[src/rtl/multi_servo_slew_interpolator_unit_macros.svh]
// ----------------------------------------------------------------------------
// Servo slew interpolator assertion macros
// Shared assertion forms used by the RTL of the servo slew interpolator.
// ----------------------------------------------------------------------------
`ifndef MULTI_SERVO_SLEW_INTERPOLATOR_UNIT_MACROS_SVH
`define MULTI_SERVO_SLEW_INTERPOLATOR_UNIT_MACROS_SVH

// Same-cycle implication, sampled on clk_i, off during reset.
`define MSI_ASSERT_NOW(lbl, ant, cons, msg) \
  lbl: assert property (@(posedge clk_i) disable iff (!rst_ni) (ant) |-> (cons)) \
    else $error(msg);

// Next-cycle implication, sampled on clk_i, off during reset.
`define MSI_ASSERT_NEXT(lbl, ant, cons, msg) \
  lbl: assert property (@(posedge clk_i) disable iff (!rst_ni) (ant) |=> (cons)) \
    else $error(msg);

`endif

[src/rtl/msi_pkg.sv]
// ----------------------------------------------------------------------------
// msi_pkg
// Types, codes and constants shared by the servo slew interpolator.
// ----------------------------------------------------------------------------
`default_nettype none

package msi_pkg;

  localparam int unsigned CHANNELS = 6;
  localparam int unsigned CH_W     = $clog2(CHANNELS);
  localparam int unsigned ANGLE_W  = 14;
  localparam int unsigned OFFSET_W = 15;
  localparam int unsigned STEP_W   = 11;
  localparam int unsigned HOLD_W   = 16;
  localparam int unsigned PW_W     = 10;
  localparam int unsigned FRAC_W   = 6;
  localparam int unsigned DEG_W    = ANGLE_W - FRAC_W;
  localparam int unsigned CFG_IDX_W  = 4;
  localparam int unsigned CFG_DATA_W = 16;

  // 180 degrees in 1/64 degree
  localparam logic [ANGLE_W-1:0] ANGLE_MAX = 14'd11520;

  localparam logic [PW_W-1:0] PULSE_LOW  = 10'd100;
  localparam logic [PW_W-1:0] PULSE_HIGH = 10'd560;
  // 460/180 scaled by 2^16, set slightly high; floor(deg * PULSE_MUL / 2^16) is exact for deg <= 180
  localparam int unsigned     PULSE_MUL_W = 18;
  localparam logic [PULSE_MUL_W-1:0] PULSE_MUL = 18'd167486;
  localparam int unsigned     PROD_W = DEG_W + PULSE_MUL_W;

  localparam logic [ANGLE_W-1:0] NEUTRAL_RESET [CHANNELS] = '{
    14'd5760, 14'd3200, 14'd2240, 14'd5760, 14'd3200, 14'd5440
  };
  localparam logic [STEP_W-1:0] STEP_RESET = 11'd128;
  localparam logic [HOLD_W-1:0] HOLD_RESET = 16'd200;

  // configuration register indexes; neutral angles sit at 0..CHANNELS-1
  localparam logic [CFG_IDX_W-1:0] REG_STEP_SIZE  = 4'd6;
  localparam logic [CFG_IDX_W-1:0] REG_HOLD_TICKS = 4'd7;

  typedef enum logic [2:0] {
    CMD_TICK    = 3'd0,
    CMD_SET     = 3'd1,
    CMD_POSE    = 3'd2,
    CMD_NEUTRAL = 3'd3,
    CMD_STATUS  = 3'd4
  } cmd_e;

  typedef enum logic [1:0] {
    KIND_PULSE  = 2'd0,
    KIND_STATUS = 2'd1,
    KIND_DONE   = 2'd2
  } kind_e;

  typedef enum logic [2:0] {
    ST_IDLE,
    ST_SCAN,
    ST_EMIT,
    ST_DONE,
    ST_NEUT
  } state_e;

  typedef enum logic {
    ALU_MOVE,
    ALU_SUM
  } alu_op_e;

  typedef struct packed {
    alu_op_e                     op;
    logic [ANGLE_W-1:0]          lhs;
    logic [ANGLE_W-1:0]          rhs;
    logic signed [OFFSET_W-1:0]  off;
    logic [STEP_W-1:0]           step;
  } alu_req_t;

  typedef struct packed {
    logic [ANGLE_W-1:0] value;
    logic               moved;
    logic               arrived;
  } alu_rsp_t;

endpackage

`default_nettype wire

[src/rtl/msi_alu.sv]
// ----------------------------------------------------------------------------
// msi_alu
// Shared angle unit: one slew step toward a target, or a clamped sum of a
// base angle and a signed offset.
// ----------------------------------------------------------------------------
`default_nettype none

module msi_alu
  import msi_pkg::*;
(
  input  alu_req_t req_i,
  output alu_rsp_t rsp_o
);

  logic [STEP_W:0]             step;
  logic signed [ANGLE_W+1:0]   step_s;
  logic signed [ANGLE_W+1:0]   diff;
  logic                        near;
  logic signed [ANGLE_W+2:0]   sum;

  always_comb begin
    // a zero step acts as one
    step   = (req_i.step == '0) ? (STEP_W+1)'(1) : {1'b0, req_i.step};
    step_s = $signed({{(ANGLE_W+1-STEP_W){1'b0}}, step});
    diff   = $signed({2'b00, req_i.rhs}) - $signed({2'b00, req_i.lhs});
    near   = (diff <= step_s) && (diff >= -step_s);
    sum    = $signed({3'b000, req_i.lhs}) + $signed({{2{req_i.off[OFFSET_W-1]}}, req_i.off});

    rsp_o = '0;
    case (req_i.op)
      ALU_MOVE: begin
        rsp_o.moved   = (diff != '0);
        rsp_o.arrived = near;
        if (near) begin
          rsp_o.value = req_i.rhs;
        end else if (diff > 0) begin
          rsp_o.value = req_i.lhs + ANGLE_W'(step);
        end else begin
          rsp_o.value = req_i.lhs - ANGLE_W'(step);
        end
      end
      ALU_SUM: begin
        if (sum < 0) begin
          rsp_o.value = '0;
        end else if (sum > $signed({3'b000, ANGLE_MAX})) begin
          rsp_o.value = ANGLE_MAX;
        end else begin
          rsp_o.value = sum[ANGLE_W-1:0];
        end
      end
      default: rsp_o = '0;
    endcase
  end

endmodule

`default_nettype wire

[src/rtl/multi_servo_slew_interpolator_unit.sv]
// ----------------------------------------------------------------------------
// multi_servo_slew_interpolator_unit
// Six-channel servo slew limiter with kick pose, hold and return to neutral.
// ----------------------------------------------------------------------------
// Usage:
//   Commands enter on the in_* channel (valid/stall) and results leave on the
//   out_* channel (valid/stall) through one output register. out_last_o marks
//   the final result of a command. Configuration is a plain write port
//   (cfg_we_i, cfg_index_i, cfg_wdata_i); the user must write it only while
//   the block idles, as the block itself does not enforce this. One shared
//   angle unit visits the channels one per cycle under a small sequencer, so
//   the block takes one command at a time and holds in_stall_o high until
//   that command is finished: set target finishes on its transfer; pose,
//   neutral and status visit all six channels; tick scans all six channels,
//   then loads one result per moved channel up to the last one moved, then,
//   when a kick hold ends, a done result and a neutral sweep.
//   The first pulse result of a tick is loaded after the scan.
//   A stalled receiver freezes the sequencer on the next result to load; the
//   scan and the neutral sweep do not wait on the output.
//   Reset puts angles and targets at the neutral reset values, clears the kick
//   and hold state and empties the output register.
// ----------------------------------------------------------------------------
`default_nettype none
`include "multi_servo_slew_interpolator_unit_macros.svh"

module multi_servo_slew_interpolator_unit
  import msi_pkg::*;
(
  input  wire logic                        clk_i,
  input  wire logic                        rst_ni,

  input  wire logic                        cfg_we_i,
  input  wire logic [CFG_IDX_W-1:0]        cfg_index_i,
  input  wire logic [CFG_DATA_W-1:0]       cfg_wdata_i,

  input  wire logic                        in_valid_i,
  output logic                             in_stall_o,
  input  wire logic [2:0]                  in_command_i,
  input  wire logic [3:0]                  in_channel_i,
  input  wire logic [ANGLE_W-1:0]          in_target_i,
  input  wire logic signed [OFFSET_W-1:0]  in_offset_0_i,
  input  wire logic signed [OFFSET_W-1:0]  in_offset_1_i,
  input  wire logic signed [OFFSET_W-1:0]  in_offset_2_i,
  input  wire logic signed [OFFSET_W-1:0]  in_offset_3_i,
  input  wire logic signed [OFFSET_W-1:0]  in_offset_4_i,
  input  wire logic signed [OFFSET_W-1:0]  in_offset_5_i,

  output logic                             out_valid_o,
  input  wire logic                        out_stall_i,
  output logic [1:0]                       out_kind_o,
  output logic [2:0]                       out_servo_o,
  output logic [PW_W-1:0]                  out_pulse_width_o,
  output logic [ANGLE_W-1:0]               out_position_o,
  output logic                             out_last_o
);

  // configuration
  logic [ANGLE_W-1:0] neutral_q [CHANNELS];
  logic [STEP_W-1:0]  step_q;
  logic [HOLD_W-1:0]  hold_ticks_q;

  // servo state
  logic [ANGLE_W-1:0] cur_q [CHANNELS];
  logic [ANGLE_W-1:0] tgt_q [CHANNELS];
  logic signed [OFFSET_W-1:0] off_q [CHANNELS];
  logic               kick_q, kick_d;
  logic               hold_q, hold_d;
  logic [HOLD_W-1:0]  hold_cnt_q, hold_cnt_d;

  // sequencer
  state_e             state_q, state_d;
  logic [CH_W-1:0]    idx_q, idx_d;
  logic [CHANNELS-1:0] mask_q, mask_d;
  logic               all_at_q, all_at_d;
  logic               done_q, done_d;
  logic               use_off_q, use_off_d;
  kind_e              emit_kind_q, emit_kind_d;

  // output register
  logic               out_valid_q;
  kind_e              out_kind_q, out_kind_d;
  logic [CH_W-1:0]    out_servo_q, out_servo_d;
  logic [PW_W-1:0]    out_pw_q, out_pw_d;
  logic [ANGLE_W-1:0] out_pos_q, out_pos_d;
  logic               out_last_q, out_last_d;
  logic               out_load;
  logic               can_load;

  // datapath
  alu_req_t           alu_req;
  alu_rsp_t           alu_rsp;
  logic               cur_we;
  logic               tgt_we;
  logic [CH_W-1:0]    tgt_idx;
  logic               in_xfer;
  logic               at_all;
  logic               hold_n;
  logic [HOLD_W-1:0]  cnt_n;
  logic [CHANNELS-1:0] above;
  logic [DEG_W-1:0]   deg;
  logic [PROD_W-1:0]  prod;
  logic [PW_W-1:0]    pulse;

  msi_alu u_alu (
    .req_i (alu_req),
    .rsp_o (alu_rsp)
  );

  assign in_stall_o = (state_q != ST_IDLE);
  assign in_xfer    = in_valid_i && !in_stall_o;
  assign can_load   = !out_valid_q || !out_stall_i;
  assign above      = mask_q >> (idx_q + CH_W'(1));

  // pulse = low + floor(deg * 460 / 180)
  assign deg   = cur_q[idx_q][ANGLE_W-1:FRAC_W];
  assign prod  = PROD_W'(deg) * PROD_W'(PULSE_MUL);
  assign pulse = PULSE_LOW + prod[PROD_W-1:16];

  // operand select for the shared unit
  always_comb begin
    alu_req      = '0;
    alu_req.step = step_q;
    case (state_q)
      ST_IDLE: begin
        alu_req.op  = ALU_SUM;
        alu_req.lhs = in_target_i;
      end
      ST_SCAN: begin
        alu_req.op  = ALU_MOVE;
        alu_req.lhs = cur_q[idx_q];
        alu_req.rhs = tgt_q[idx_q];
      end
      ST_NEUT: begin
        alu_req.op  = ALU_SUM;
        alu_req.lhs = neutral_q[idx_q];
        alu_req.off = use_off_q ? off_q[idx_q] : '0;
      end
      default: alu_req.op = ALU_SUM;
    endcase
  end

  // next state and outputs
  always_comb begin
    state_d     = state_q;
    idx_d       = idx_q;
    mask_d      = mask_q;
    all_at_d    = all_at_q;
    done_d      = done_q;
    use_off_d   = use_off_q;
    emit_kind_d = emit_kind_q;
    kick_d      = kick_q;
    hold_d      = hold_q;
    hold_cnt_d  = hold_cnt_q;
    cur_we      = 1'b0;
    tgt_we      = 1'b0;
    tgt_idx     = idx_q;
    out_load    = 1'b0;
    out_kind_d  = KIND_PULSE;
    out_servo_d = idx_q;
    out_pw_d    = '0;
    out_pos_d   = '0;
    out_last_d  = 1'b0;
    at_all      = all_at_q && alu_rsp.arrived;
    hold_n      = hold_q;
    cnt_n       = hold_cnt_q;

    case (state_q)
      ST_IDLE: begin
        if (in_xfer) begin
          case (cmd_e'(in_command_i))
            CMD_TICK: begin
              state_d  = ST_SCAN;
              idx_d    = '0;
              mask_d   = '0;
              all_at_d = 1'b1;
            end
            CMD_SET: begin
              tgt_idx = in_channel_i[CH_W-1:0];
              tgt_we  = (in_channel_i < 4'(CHANNELS));
            end
            CMD_POSE: begin
              kick_d     = 1'b1;
              hold_d     = 1'b0;
              hold_cnt_d = '0;
              use_off_d  = 1'b1;
              idx_d      = '0;
              state_d    = ST_NEUT;
            end
            CMD_NEUTRAL: begin
              kick_d     = 1'b0;
              hold_d     = 1'b0;
              hold_cnt_d = '0;
              use_off_d  = 1'b0;
              idx_d      = '0;
              state_d    = ST_NEUT;
            end
            CMD_STATUS: begin
              mask_d      = '1;
              emit_kind_d = KIND_STATUS;
              done_d      = 1'b0;
              idx_d       = '0;
              state_d     = ST_EMIT;
            end
            default: ;  // drop unknown commands
          endcase
        end
      end

      ST_SCAN: begin
        cur_we         = 1'b1;
        mask_d[idx_q]  = alu_rsp.moved;
        all_at_d       = at_all;
        if (idx_q == CH_W'(CHANNELS - 1)) begin
          done_d = 1'b0;
          if (kick_q) begin
            if (hold_q) begin
              if (hold_cnt_q != '0) begin
                cnt_n = hold_cnt_q - HOLD_W'(1);
              end
            end else if (at_all) begin
              hold_n = 1'b1;
              cnt_n  = hold_ticks_q;
            end
            if (hold_n && (cnt_n == '0)) begin
              done_d = 1'b1;
              kick_d = 1'b0;
              hold_n = 1'b0;
            end
          end
          hold_d      = hold_n;
          hold_cnt_d  = cnt_n;
          emit_kind_d = KIND_PULSE;
          idx_d       = '0;
          if (mask_d != '0) begin
            state_d = ST_EMIT;
          end else if (done_d) begin
            state_d = ST_DONE;
          end else begin
            state_d = ST_IDLE;
          end
        end else begin
          idx_d = idx_q + CH_W'(1);
        end
      end

      ST_EMIT: begin
        // hold while a result is due and the output is still full
        if (!(mask_q[idx_q] && !can_load)) begin
          if (mask_q[idx_q]) begin
            out_load    = 1'b1;
            out_kind_d  = emit_kind_q;
            out_pw_d    = (emit_kind_q == KIND_PULSE) ? pulse : '0;
            out_pos_d   = cur_q[idx_q];
            out_last_d  = (above == '0) && !done_q;
          end
          if (above == '0) begin
            idx_d   = '0;
            state_d = done_q ? ST_DONE : ST_IDLE;
          end else begin
            idx_d = idx_q + CH_W'(1);
          end
        end
      end

      ST_DONE: begin
        if (can_load) begin
          out_load    = 1'b1;
          out_kind_d  = KIND_DONE;
          out_servo_d = '0;
          out_last_d  = 1'b1;
          done_d      = 1'b0;
          use_off_d   = 1'b0;
          idx_d       = '0;
          state_d     = ST_NEUT;
        end
      end

      ST_NEUT: begin
        tgt_we = 1'b1;
        if (idx_q == CH_W'(CHANNELS - 1)) begin
          idx_d   = '0;
          state_d = ST_IDLE;
        end else begin
          idx_d = idx_q + CH_W'(1);
        end
      end

      default: state_d = ST_IDLE;
    endcase
  end

  always_ff @(posedge clk_i or negedge rst_ni) begin
    if (!rst_ni) begin
      state_q     <= ST_IDLE;
      idx_q       <= '0;
      mask_q      <= '0;
      all_at_q    <= 1'b0;
      done_q      <= 1'b0;
      use_off_q   <= 1'b0;
      emit_kind_q <= KIND_PULSE;
      kick_q      <= 1'b0;
      hold_q      <= 1'b0;
      hold_cnt_q  <= '0;
    end else begin
      state_q     <= state_d;
      idx_q       <= idx_d;
      mask_q      <= mask_d;
      all_at_q    <= all_at_d;
      done_q      <= done_d;
      use_off_q   <= use_off_d;
      emit_kind_q <= emit_kind_d;
      kick_q      <= kick_d;
      hold_q      <= hold_d;
      hold_cnt_q  <= hold_cnt_d;
    end
  end

  // angle registers
  always_ff @(posedge clk_i or negedge rst_ni) begin
    if (!rst_ni) begin
      cur_q <= NEUTRAL_RESET;
      tgt_q <= NEUTRAL_RESET;
    end else begin
      if (cur_we) begin
        cur_q[idx_q] <= alu_rsp.value;
      end
      if (tgt_we) begin
        tgt_q[tgt_idx] <= alu_rsp.value;
      end
    end
  end

  // pose offsets, captured on every command transfer
  always_ff @(posedge clk_i) begin
    if (in_xfer) begin
      off_q[0] <= in_offset_0_i;
      off_q[1] <= in_offset_1_i;
      off_q[2] <= in_offset_2_i;
      off_q[3] <= in_offset_3_i;
      off_q[4] <= in_offset_4_i;
      off_q[5] <= in_offset_5_i;
    end
  end

  // configuration registers
  always_ff @(posedge clk_i or negedge rst_ni) begin
    if (!rst_ni) begin
      neutral_q    <= NEUTRAL_RESET;
      step_q       <= STEP_RESET;
      hold_ticks_q <= HOLD_RESET;
    end else if (cfg_we_i) begin
      if (cfg_index_i < CFG_IDX_W'(CHANNELS)) begin
        neutral_q[cfg_index_i[CH_W-1:0]] <= cfg_wdata_i[ANGLE_W-1:0];
      end else if (cfg_index_i == REG_STEP_SIZE) begin
        step_q <= cfg_wdata_i[STEP_W-1:0];
      end else if (cfg_index_i == REG_HOLD_TICKS) begin
        hold_ticks_q <= cfg_wdata_i[HOLD_W-1:0];
      end
    end
  end

  // output register
  always_ff @(posedge clk_i or negedge rst_ni) begin
    if (!rst_ni) begin
      out_valid_q <= 1'b0;
    end else if (out_load) begin
      out_valid_q <= 1'b1;
    end else if (!out_stall_i) begin
      out_valid_q <= 1'b0;
    end
  end

  always_ff @(posedge clk_i) begin
    if (out_load) begin
      out_kind_q  <= out_kind_d;
      out_servo_q <= out_servo_d;
      out_pw_q    <= out_pw_d;
      out_pos_q   <= out_pos_d;
      out_last_q  <= out_last_d;
    end
  end

  assign out_valid_o       = out_valid_q;
  assign out_kind_o        = out_kind_q;
  assign out_servo_o       = out_servo_q;
  assign out_pulse_width_o = out_pw_q;
  assign out_position_o    = out_pos_q;
  assign out_last_o        = out_last_q;

  `MSI_ASSERT_NOW(a_hold_needs_kick, hold_q, kick_q, "hold running without a kick")
  `MSI_ASSERT_NOW(a_done_is_last, out_valid_o && (out_kind_o == KIND_DONE), out_last_o && (out_position_o == '0), "kick done result is not a bare last result")
  `MSI_ASSERT_NOW(a_pulse_range, out_valid_o && (out_kind_o == KIND_PULSE), (out_pulse_width_o >= PULSE_LOW) && (out_pulse_width_o <= PULSE_HIGH), "pulse width out of range")
  `MSI_ASSERT_NOW(a_pos_range, out_valid_o, out_position_o <= ANGLE_MAX, "position beyond full scale")
  `MSI_ASSERT_NEXT(a_done_sweeps, (state_q == ST_DONE) && can_load, state_q == ST_NEUT, "kick done not followed by neutral sweep")

endmodule

`default_nettype wire
[config.mk]
export PLATFORM = sky130hd
export DESIGN_NAME = multi_servo_slew_interpolator_unit
export DESIGN_NICKNAME = d
export VERILOG_FILES = /design/src/rtl/msi_pkg.sv /design/src/rtl/msi_alu.sv /design/src/rtl/multi_servo_slew_interpolator_unit.sv
export VERILOG_INCLUDE_DIRS = /design/src /design/src/rtl
export SDC_FILE = /design/constraint.sdc
export NUM_CORES = 1
export LEC_CHECK = 0
export BUFFER_PORTS_ARGS = -buffer_cell sky130_fd_sc_hd__buf_2
export CAP_MARGIN = 20
export CORE_ASPECT_RATIO = 0.75
export CORE_MARGIN = 5
export CORE_UTILIZATION = 60
export CTS_CLUSTER_SIZE = 10
export DETAILED_ROUTE_END_ITERATION = 6
export HOLD_SLACK_MARGIN = 0.15
export PLACE_DENSITY = 0.79
export SETUP_SLACK_MARGIN = 0.15
export SLEW_MARGIN = 5
export SYNTH_ARGS = -nofsm -noshare
export SYNTH_HDL_FRONTEND = slang
export SYNTH_SLANG_ARGS = --single-unit
export TNS_END_PERCENT = 20
[constraint.sdc]
create_clock -name clk_i -period 10.9 [get_ports clk_i]
set_input_delay 0.545 -clock clk_i [delete_from_list [all_inputs] [get_ports clk_i]]
set_output_delay 0.545 -clock clk_i [all_outputs]
set_load 0.1 [all_outputs]
==> summary.md, run 1 <==
| Metric | Value |
|---|---|
| Outcome | completed |
| Ranking of synthesized cells by instance count | 313 x nand2_1, 247 x dfrtp_1, 137 x inv_1, 136 x a22oi_1, 132 x ha_1 |
| Starting density of the core | 60.6% |
| Highest routing layer actually used | met4 |
| DRC | 0 |
| Boundary Pins | 168 |
| Detailed Route WL | 76400 um |
| CTS tree | done |
| Slew at the pin closest to its max-slew limit | 1140 ps |
| Clk root buf | clkbuf_16 |
| Antenna-violating nets left | 0 |
| Syn Inst Count | 2417 |
| EDFF count, synth | 120 |
| Gpl congestion | 0.961 |
| Finished layout cell area | 27900 sq um |
| First-pass GRT wire length | 117000 um |
| Core area | 40700 sq um |
| Hold Vio Cnt, Final | 0 |
| RSZ-0062 raised after global routing | false |
| CP required | 11320 ps |
| Final net count | 2871 |
| Post-Synth Adder-Cell Area | 9.02% |
| Mean Syn Cell Area | 10.2 sq um |
| Htree depth | 2 |
| Initial antenna violation count | 0 |
| FILL cells | 3033 |
| Clock-pin slew on the worst setup and hold paths | 60 ps |
| Max Transition Viols Final | 0 |
| TritonCTS Buffers | 50 |
| Crit Path Max Fanout | 46 |
| All-Layer GR Usage | 32.6% |
| Clock Path Buffers | 3 |
| Synth Warn # | 0 |
| Area grow syn2layout | 13.0% |
| Met3 routed WL | 7640 um |
| Synth cell types | 93 |
| Finish-stage setup viols | 0 |
| Yosys reg bits | 434 |
| Critical Path Sink Type | register |
| Post-layout min period | 9270 ps |
| Largest family of logic cells by synthesized area | compound AO/OA/AOI/OAI gates |
| Crit-path slowest cell | buf_4 |
| Clock skew | 24.1 ps |
| Main synth FF type | dfrtp_1 |
| Top cell type's share of synthesized area | 25.1% |
| Synth top area cells | dfrtp_1 25%, edfxtp_1 15%, dfstp_2 7.1% |
| Multiplexer area fraction after synthesis | 5.83% |
| Max Freq | 108 MHz |
| IR Drop Worst-Case VDD | 0.280 mV |
| Initial DRC Count | 2439 |
| Synthesized area | 24700 sq um |
| Router iterations before antenna repair | 6 |
| Startpoint types | register |
| P_leak | 12.2 nW |
| Post-synthesis sequential area ratio | 46.8% |
| Crit path buf inv count | 3 |
| Vias per cell | 6.62 |
| Die width | 244 um |
| Yosys top cell by area | dfrtp_1 |
| Crit Path Class | reg -> reg |
| Clk sink count | 434 |
| Worst skew pair latency | 580 ps |
| Die height | 186 um |
| Vias | 20800 |
| Relative slew slack | 24.0% |
| Min-delay src | in_offset_2_i[12] |
| Xor/xnor share of the synthesized area | 2.58% |
| Metal-1 WL | 32100 um |
| Most common cell in the netlist | nand2_1 |
| Delay-heaviest family, CP | compound AO/OA/AOI/OAI gates |
| CP peak stage delay | 560 ps |
| Fin crit share | 85.1% |
| CP Launch Point | idx_q[0] |
| Met2 WL | 34600 um |
| Pin count of the biggest net entering global routing | 99 |
| Reg2reg start | idx_q[0] |
| FFs w/ async S/R, synth | 72.4% |
| Wire length per cell | 24.3 um |
| Port Buffer Count | 167 |
| Grt total ovfl | 0 |
| Synth Area in Simple Gates | 12.4% |
| Final setup TNS | 0 ps |
| Min-Delay Path Class | in -> reg |
| Detailed Place HPWL | 52500 um |
| Row count | 64 |
| Fraction of layout cells with a size suffix above 1 | 18.7% |
| Die area | 45300 sq um |
| Compound-gate portion of the synthesized area | 19.1% |
| Power Density | 356 nW/um^2 |
| Area after DPL | 25900 sq um |
| Vias in the first global route | 20000 |
| Max Cap Viol | 0 |
| CP arrival | 9690 ps |
[per-layer routing]
layer	vias to the layer above	GRT usage, %
met4	0	8.05
met2	1191	51.0
met3	153	6.35
met1	10300	47.5
met5	-	0
li1	9207	-
[area by class of cell]
| type | count | area [sq um] | share of cell area (%) |
|---|---|---|---|
| sequential | 434 | 11500 | 41.4 |
| inverter | 138 | 518 | 1.86 |
| timing repair buffer | 242 | 1530 | 5.49 |
| multi-input combinational | 1709 | 12100 | 43.5 |
| antenna | 1 | 2.50 | 0.00898 |
| tap | 528 | 661 | 2.37 |
| clock buffer | 89 | 1430 | 5.12 |
| clock inverter | 4 | 48.8 | 0.175 |
[cell families after synthesis]
family          Yosys count
xor+xnor                 71
buf+inv                 276
mux                     129
flops                   434
fa+ha+maj               161
other cells               1
compound gates          679
simple gates            666
[report_power, final]
group | internal, W | switching (W)
clock | 0.000883 | 0.000672
combinational | 0.00208 | 0.00380
sequential | 0.00221 | 0.000279
[metrics by stage]
step | instances | hold slack [ps] | total power (W) | setup WS (ps) | utilization [%]
2_1_floorplan | 2419 | 249 | 0.00656 | 2870 | -
3_3_place_gp | 3008 | 452 | 0.00800 | 2340 | 63.8
3_5_place_dp | 3008 | 456 | 0.00818 | 2120 | 63.8
4_1_cts | 3127 | 150 | 0.00979 | 2040 | 68.0
5_1_grt | 3144 | 148 | 0.0106 | 1180 | 68.5
6_report | 3145 | 150 | 0.00992 | 1630 | 68.5
[final timing paths]
kind                            depth (start not counted)            end  slack [ps]
worst max-delay path                                   34      cur_q[41]        1630
worst min-delay path                                    1   off_q[2][12]         150
worst min register to register                          2      cur_q[80]         470
worst max register to register                         34      cur_q[41]        1630
min in group asynchronous                               2  neutral_q[41]         570
max in group asynchronous                               5      tgt_q[82]        8170
[cells in the final DEF (no fill, tap or decap), drive strengths merged, types with 41 or more instances in the layout]
cell type and instances:
a22oi 136, inv 139, mux2 117, buf 201, o21ai 173, dfstp 67
nand2 314, nand3 48, xnor2 51, edfxtp 120, a21oi 77, nor2 127
o41ai 48, ha 132, clkbuf 89, dfrtp 247, dlygate4sd3 41
[what timing repair did]
item                                   in CTS  in global routing
hold buffers                               26                 15
endpoints found under the hold margin      99                 15
gates resized for setup                     0                  0
setup buffers                               0                  0
[sequential cells by signal, summed over array words and instances, names as in the netlist, 6 cells and up]
register           count
step_q                11
tgt_q                 84
out_pulse_width_o     10
off_q                 90
neutral_q             84
hold_ticks_q          16
cur_q                 84
out_position_o        14
mask_q                 6
hold_cnt_q            16
Power figures use the tool's default switching activity.
==> inputs of run 2 (changes only) <==
--- a/config.mk
+++ b/config.mk
@@ -14,9 +14,8 @@
 export CTS_CLUSTER_SIZE = 10
 export DETAILED_ROUTE_END_ITERATION = 6
 export HOLD_SLACK_MARGIN = 0.15
-export PLACE_DENSITY = 0.79
+export PLACE_DENSITY_LB_ADDON = 0.3
 export SETUP_SLACK_MARGIN = 0.15
-export SLEW_MARGIN = 5
 export SYNTH_ARGS = -nofsm -noshare
 export SYNTH_HDL_FRONTEND = slang
 export SYNTH_SLANG_ARGS = --single-unit
==> run 2 against run 1 <==
Compared with the run above:
- maximum frequency increased by 2.0%
- non-clock buffer count increased by 27
- critical path depth increased by 1
- cell area increased by 0.92%
- clock skew increased by 2.9 ps
- critical path type unchanged
- clock power about the same
- die area unchanged
- core utilization increased by 0.63 points
- sequential cell count unchanged
- sequential share of layout area decreased by 0.38 points
- global-route usage increased by 0.28 points
- via count increased by 0.62%
==> summary.md, run 2 (synthesis results as in run 1) <==
| Metric | Value |
|---|---|
| Outcome | completed |
| Row count | 64 (unchanged) |
| Relative slew slack | 18.5% (-5.5 points) |
| Reg-to-reg endpoint | cur_q[41] |
| Max reg flops | 90 (unchanged) |
| Fin cells | 3168 (+0.73%) |
| Sw Share | 47.6% (-0.33 points) |
| Vias in the first global route | 20200 (+0.94%) |
| Logic pwr share | 59.6% (+0.3 points) |
| Finish-stage setup viols | 0 (unchanged) |
| P_sw | 0.00475 W (-0.14%) |
| Antenna cells | 0 (-1) |
| Starting density of the core | 60.6% (unchanged) |
| Crit Path Class | reg -> reg |
| Clk root buf | clkbuf_16 |
| Clock Path Buffers | 3 (unchanged) |
| Placed Cells | 3008 (unchanged) |
| Area of the multi-input gates | 12100 sq um (about the same) |
| Internal power | 0.00523 W (+1.2%) |
| Wire length per cell | 24.3 um (about the same) |
| CP peak stage delay | 610 ps (+50 ps) |
| Critical Path Sink Type | register |
| TritonCTS Buffers | 50 (unchanged) |
| Area grow syn2layout | 14.0% |
| Detailed Place HPWL | 51600 um (-1.7%) |
| Core area | 40700 sq um (unchanged) |
| Power Density | 355 nW/um^2 (-0.35%) |
| Crit Path Max Fanout | 40 (-13%) |
| Min-delay src | in_offset_2_i[14] |
| Startpoint types | register |
| Seq pwr share | 25.0% (about the same) |
| First-pass GRT wire length | 117000 um (+0.25%) |
| Gpl congestion | 0.972 (+1.2%) |
| FILL cells | 2961 (-2.4%) |
| DRC | 0 (unchanged) |
| Largest Register | off_q |
| Boundary Pins | 168 (unchanged) |
| Port Buffer Count | 167 (unchanged) |
| Clock-pin slew on the worst setup and hold paths | 60 ps (about the same) |
| Detailed Route WL | 76900 um (+0.72%) |
| Most common cell after layout, fill and taps aside | nand2_1 |
| IR Drop Worst-Case VDD | 0.237 mV (-15%) |
| Htree depth | 2 (unchanged) |
| Register area | 11500 sq um (unchanged) |
| Max Freq | 110 MHz (+2.0%) |
| Clock share of power | 15.4% (-0.3 points) |
| Initial antenna violation count | 0 (unchanged) |
| Slew at the pin closest to its max-slew limit | 1220 ps (+75.5 ps) |
| Worst Reg-to-Reg Cells | 35 (+2.9%) |
| RSZ-0062 raised after global routing | false |
| Hold Vio Cnt, Final | 0 (unchanged) |
| CP arrival | 9500 ps (-190 ps) |
| Post-layout min period | 9090 ps (-184 ps) |
| Antenna-violating nets left | 0 (unchanged) |
| Clock skew | 27.0 ps (+2.87 ps) |
| Fin crit share | 83.4% (-1.7 points) |
| CP endpoint | cur_q[41] |
| Worst skew pair latency | 570 ps (about the same) |
| Max Cap Viol | 0 (unchanged) |
| CTS tree | done |
| Die area | 45300 sq um (unchanged) |
| Most frequent cells in the layout | 313 x nand2_1, 246 x dfrtp_1, 166 x buf_2 |
| Die width | 244 um (unchanged) |
| P_leak | 12.3 nW (+0.90%) |
| All-Layer GR Usage | 32.8% (+0.28 points) |
| Vias per cell | 6.61 (-0.12%) |
| Initial DRC Count | 2763 (+13%) |
| CP required | 11310 ps (about the same) |
| Reg2reg start | idx_q[1] |
| Final setup TNS | 0 ps (unchanged) |
| Pin count of the biggest net entering global routing | 169 (+71%) |
| Die height | 186 um (unchanged) |
| CP Launch Point | idx_q[1] |
| Crit-path slowest cell | buf_4 |
| Flop2flop setup slack | 1810 ps (+180 ps) |
| Clk sink count | 434 (unchanged) |
| Router iterations before antenna repair | 6 (unchanged) |
| CTS resizes | 0 (unchanged) |
| Grt total ovfl | 0 (unchanged) |
| Min-Delay Path Class | in -> reg |
| Vias | 20900 (+0.62%) |
| Final net count | 2898 (+0.94%) |
| Fraction of layout cells with a size suffix above 1 | 18.4% (-0.28 points) |
| Max Transition Viols Final | 0 (unchanged) |
[run 2: how the worst min path moves through the flow]
stage,endpoint,depth (start not counted)
floorplan,all_at_q,0
global placement,cur_q[79],2
detailed placement,cur_q[49],2
CTS,off_q[2][14],1
global route,off_q[2][14],1
finish,off_q[2][14],1
[run 2: critical path, delay by kind of cell, from the launching register on]
family | cells | cell delay (ps)
AOI/OAI and AO/OA | 19 | 4170
and+or+nand+nor | 8 | 2140
buffers and inverters | 4 | 1320
adders and majority gates | 2 | 710
DFF | 1 | 340
xor gates and xnor gates | 2 | 220
[run 2: cell type report]
type                            count  area share, %
Sequential cell                   434           41.1
Clock buffer                       87           5.05
Clock inverter                      3          0.107
Tap cell                          528           2.35
Inverter                          138           1.84
Multi-Input combinational cell   1709           43.1
Timing Repair Buffer              269           6.46
[run 2: power by group through the flow]
stage          registers (W)  clock network [W]  logic, W
6_report             0.00249            0.00154   0.00595
5_1_grt              0.00253            0.00162   0.00654
3_5_place_dp         0.00249                  0   0.00574
4_1_cts              0.00247            0.00153   0.00583
3_3_place_gp         0.00247                  0   0.00558
2_1_floorplan        0.00259                  0   0.00397
[run 2: through the flow]
step	cell area, sq um	power [W]	utilization (%)	setup WS [ps]	hold slack [ps]
after floorplan	24700	0.00656	-	2870	249
after global placement	26000	0.00805	63.8	2360	453
after detailed placement	26000	0.00824	63.8	2060	456
after CTS	28000	0.00983	68.8	2010	150
after global routing	28100	0.0107	69.1	1190	140
final	28100	0.00998	69.1	1810	150
[run 2: repair_timing]
action | CTS | global route
hold endpoints to repair | 111 | 11
hold buffers | 58 | 11
buffers inserted | 0 | 0
setup endpoints to repair | 0 | 0
[run 2: metal layers]
layer / part of all wire, % / GRT usage [%]
met1: 41 / 46.4
met2: 45 / 50.8
met3: 11 / 8.60
met4: 2.8 / 9.52
met5: 0 / 0
==> inputs of run 3 (changes only) <==
==> constraint.sdc (replaced) <==
create_clock -name clk_i -period 8.5 [get_ports clk_i]
set_input_delay 0.425 -clock clk_i [delete_from_list [all_inputs] [get_ports clk_i]]
set_output_delay 0.425 -clock clk_i [all_outputs]
set_load 0.1 [all_outputs]
==> run 3 against run 2 <==
Compared with the run above:
- clock-buffer cell count did not move
- clock skew grew 2.8 ps
- non-clock buffer count up 39
- worst setup slack worse by 1300 ps
- critical path depth shrank 7
- maximum frequency is 13% higher
- sequential power rose by 29%
==> summary.md, run 3 (synthesis results as in run 1) <==
| Metric | Value |
|---|---|
| Grt total ovfl | 0 (unchanged) |
| Clock skew | 29.8 ps (+2.77 ps) |
| Detailed Place HPWL | 53300 um (+3.3%) |
| Wire length per cell | 24.8 um (+2.3%) |
| Die area | 45300 sq um (unchanged) |
| FILL cells | 2896 (-2.2%) |
| All-Layer GR Usage | 34.4% (+1.5 points) |
| Most frequent cells in the layout | 313 x nand2_1, 244 x dfrtp_1, 167 x buf_2 |
| Area grow syn2layout | 15.8% |
| Min-Delay Endpoint | hold_ticks_q[8] |
| Most common cell after layout, fill and taps aside | nand2_1 |
| Starting density of the core | 60.6% (unchanged) |
| Port Buffer Count | 167 (unchanged) |
| CP peak stage delay | 900 ps (+290 ps) |
| Min-Delay Path Class | in -> reg |
| Final setup TNS | 0 ps (unchanged) |
| Reg-to-reg endpoint | out_pulse_width_o[8] |
| Startpoint types | register |
| Worst skew pair latency | 590 ps (+20 ps) |
| Crit-path slowest cell | a2111oi_0 |
| Hold Vio Cnt, Final | 0 (unchanged) |
| Crit Path Max Fanout | 17 (-57%) |
| Die height | 186 um (unchanged) |
| Finish-stage setup viols | 0 (unchanged) |
| Initial antenna violation count | 4 (+4) |
| Final net count | 2937 (+1.3%) |
| Worst Hold Depth | 3 (+2) |
| Post-CTS Repair Setup Buffers | 0 (unchanged) |
| Die width | 244 um (unchanged) |
| Largest Register | off_q |
| TritonCTS Buffers | 50 (unchanged) |
| Initial DRC Count | 2697 (-2.4%) |
| Vias in the first global route | 20800 (+2.8%) |
| Min-delay src | cfg_wdata_i[8] |
| Max reg flops | 90 (unchanged) |
| Core area | 40700 sq um (unchanged) |
| Detailed Route WL | 79800 um (+3.8%) |
| Power Density | 450 nW/um^2 (+27%) |
| Clk root buf | clkbuf_16 |
| CP dominant cell by count | inv_1 |
| Relative slew slack | 23.0% (+4.5 points) |
| Vias | 21200 (+1.3%) |
| Fraction of layout cells with a size suffix above 1 | 19.0% (+0.58 points) |
| Clock Path Buffers | 3 (unchanged) |
| CTS tree | done |
| Boundary Pins | 168 (unchanged) |
| Max Freq | 125 MHz (+13%) |
| P_leak | 12.5 nW (+1.6%) |
| Worst Reg-to-Reg Cells | 28 (-20%) |
| Reg2reg start | idx_q[2] |
| RSZ-0062 raised after global routing | false |
| Max Cap Viol | 0 (unchanged) |
| Gpl congestion | 1.02 (+4.5%) |
| Router iterations before antenna repair | 5 (-1) |
| Post-layout util | 70.2% (+1.1 points) |
| DRC | 0 (unchanged) |
| Htree depth | 2 (unchanged) |
| Row count | 64 (unchanged) |
| Clock-pin slew on the worst setup and hold paths | 60 ps (about the same) |
| Antenna-violating nets left | 0 (unchanged) |
| Vias per cell | 6.60 (-0.11%) |
| Post-layout min period | 8010 ps (-1080 ps) |
| CP required | 8800 ps (-2510 ps) |
| Outcome | completed |
| Crit Path Class | reg -> reg |
| Slew at the pin closest to its max-slew limit | 1150 ps (-63.9 ps) |
| CP arrival | 8310 ps (-1190 ps) |
| Pin count of the biggest net entering global routing | 181 (+7.1%) |
| Clk sink count | 434 (unchanged) |
| Critical Path Sink Type | register |
| Flop2flop setup slack | 490 ps (-1320 ps) |
| Fin crit share | 94.2% (+11 points) |
| First-pass GRT wire length | 122000 um (+4.5%) |
| IR Drop Worst-Case VDD | 0.349 mV (+47%) |
| Max Transition Viols Final | 0 (unchanged) |
-- run 3: cell type report --
type                    count  area [sq um]  area share [%]
clock inverters             5          43.8           0.153
clock buffers              87          1420            4.97
flip-flops and latches    434         11500            40.4
repair buffers            308          2190            7.67
diodes                      4          10.0          0.0350
well taps                 528           661            2.31
multi-input cells        1709         12200            42.6
inverters                 138           518            1.81
-- run 3: report_power, final --
part           switching, W  internal (W)  total, W
clock network      0.000877       0.00113   0.00201
logic               0.00489       0.00276   0.00765
registers          0.000385       0.00283   0.00321
-- run 3: stage by stage --
stage	total power [W]	hold WS, ps	worst slack [ps]	instances	instance area [sq um]
3_5_place_dp	0.0105	458	357	3022	26100
2_1_floorplan	0.00841	129	473	2419	24700
3_3_place_gp	0.0103	452	598	3022	26100
5_1_grt	0.0137	164	185	3212	28600
4_1_cts	0.0126	150	319	3207	28500
6_report	0.0129	191	491	3213	28600
-- run 3: layer usage --
layer	track usage, %	share of wire, %
met5	0	0.016
met4	12.0	4.0
met3	8.30	10
met2	54.1	45
met1	47.4	40
-- run 3: what timing repair did --
item	CTS	global route
endpoints found under the setup margin	0	40
hold buffers	93	0
resized for setup	0	14
hold endpoints to repair	201	0
-- run 3: worst max-delay path: cells and delay by family (launching register included) --
| kind | cells | cell delay, ps |
|---|---|---|
| compound gates | 10 | 2960 |
| xor+xnor | 2 | 450 |
| flops | 1 | 500 |
| buf+inv | 6 | 790 |
| simple gates | 4 | 550 |
| fa+ha+maj | 6 | 2470 |
-- run 3: how the worst max path moves through the flow --
stage | start | endpoint | slack [ps] | cells after the start
final | idx_q[2] | out_pulse_width_o[8] | 490 | 28
after global routing | idx_q[1] | cur_q[54] | 180 | 35
after CTS | idx_q[2] | cur_q[54] | 320 | 35
after detailed placement | idx_q[1] | cur_q[54] | 360 | 35
after global placement | idx_q[1] | cur_q[54] | 600 | 35
after floorplan | state_q[0] | tgt_q[79] | 470 | 11
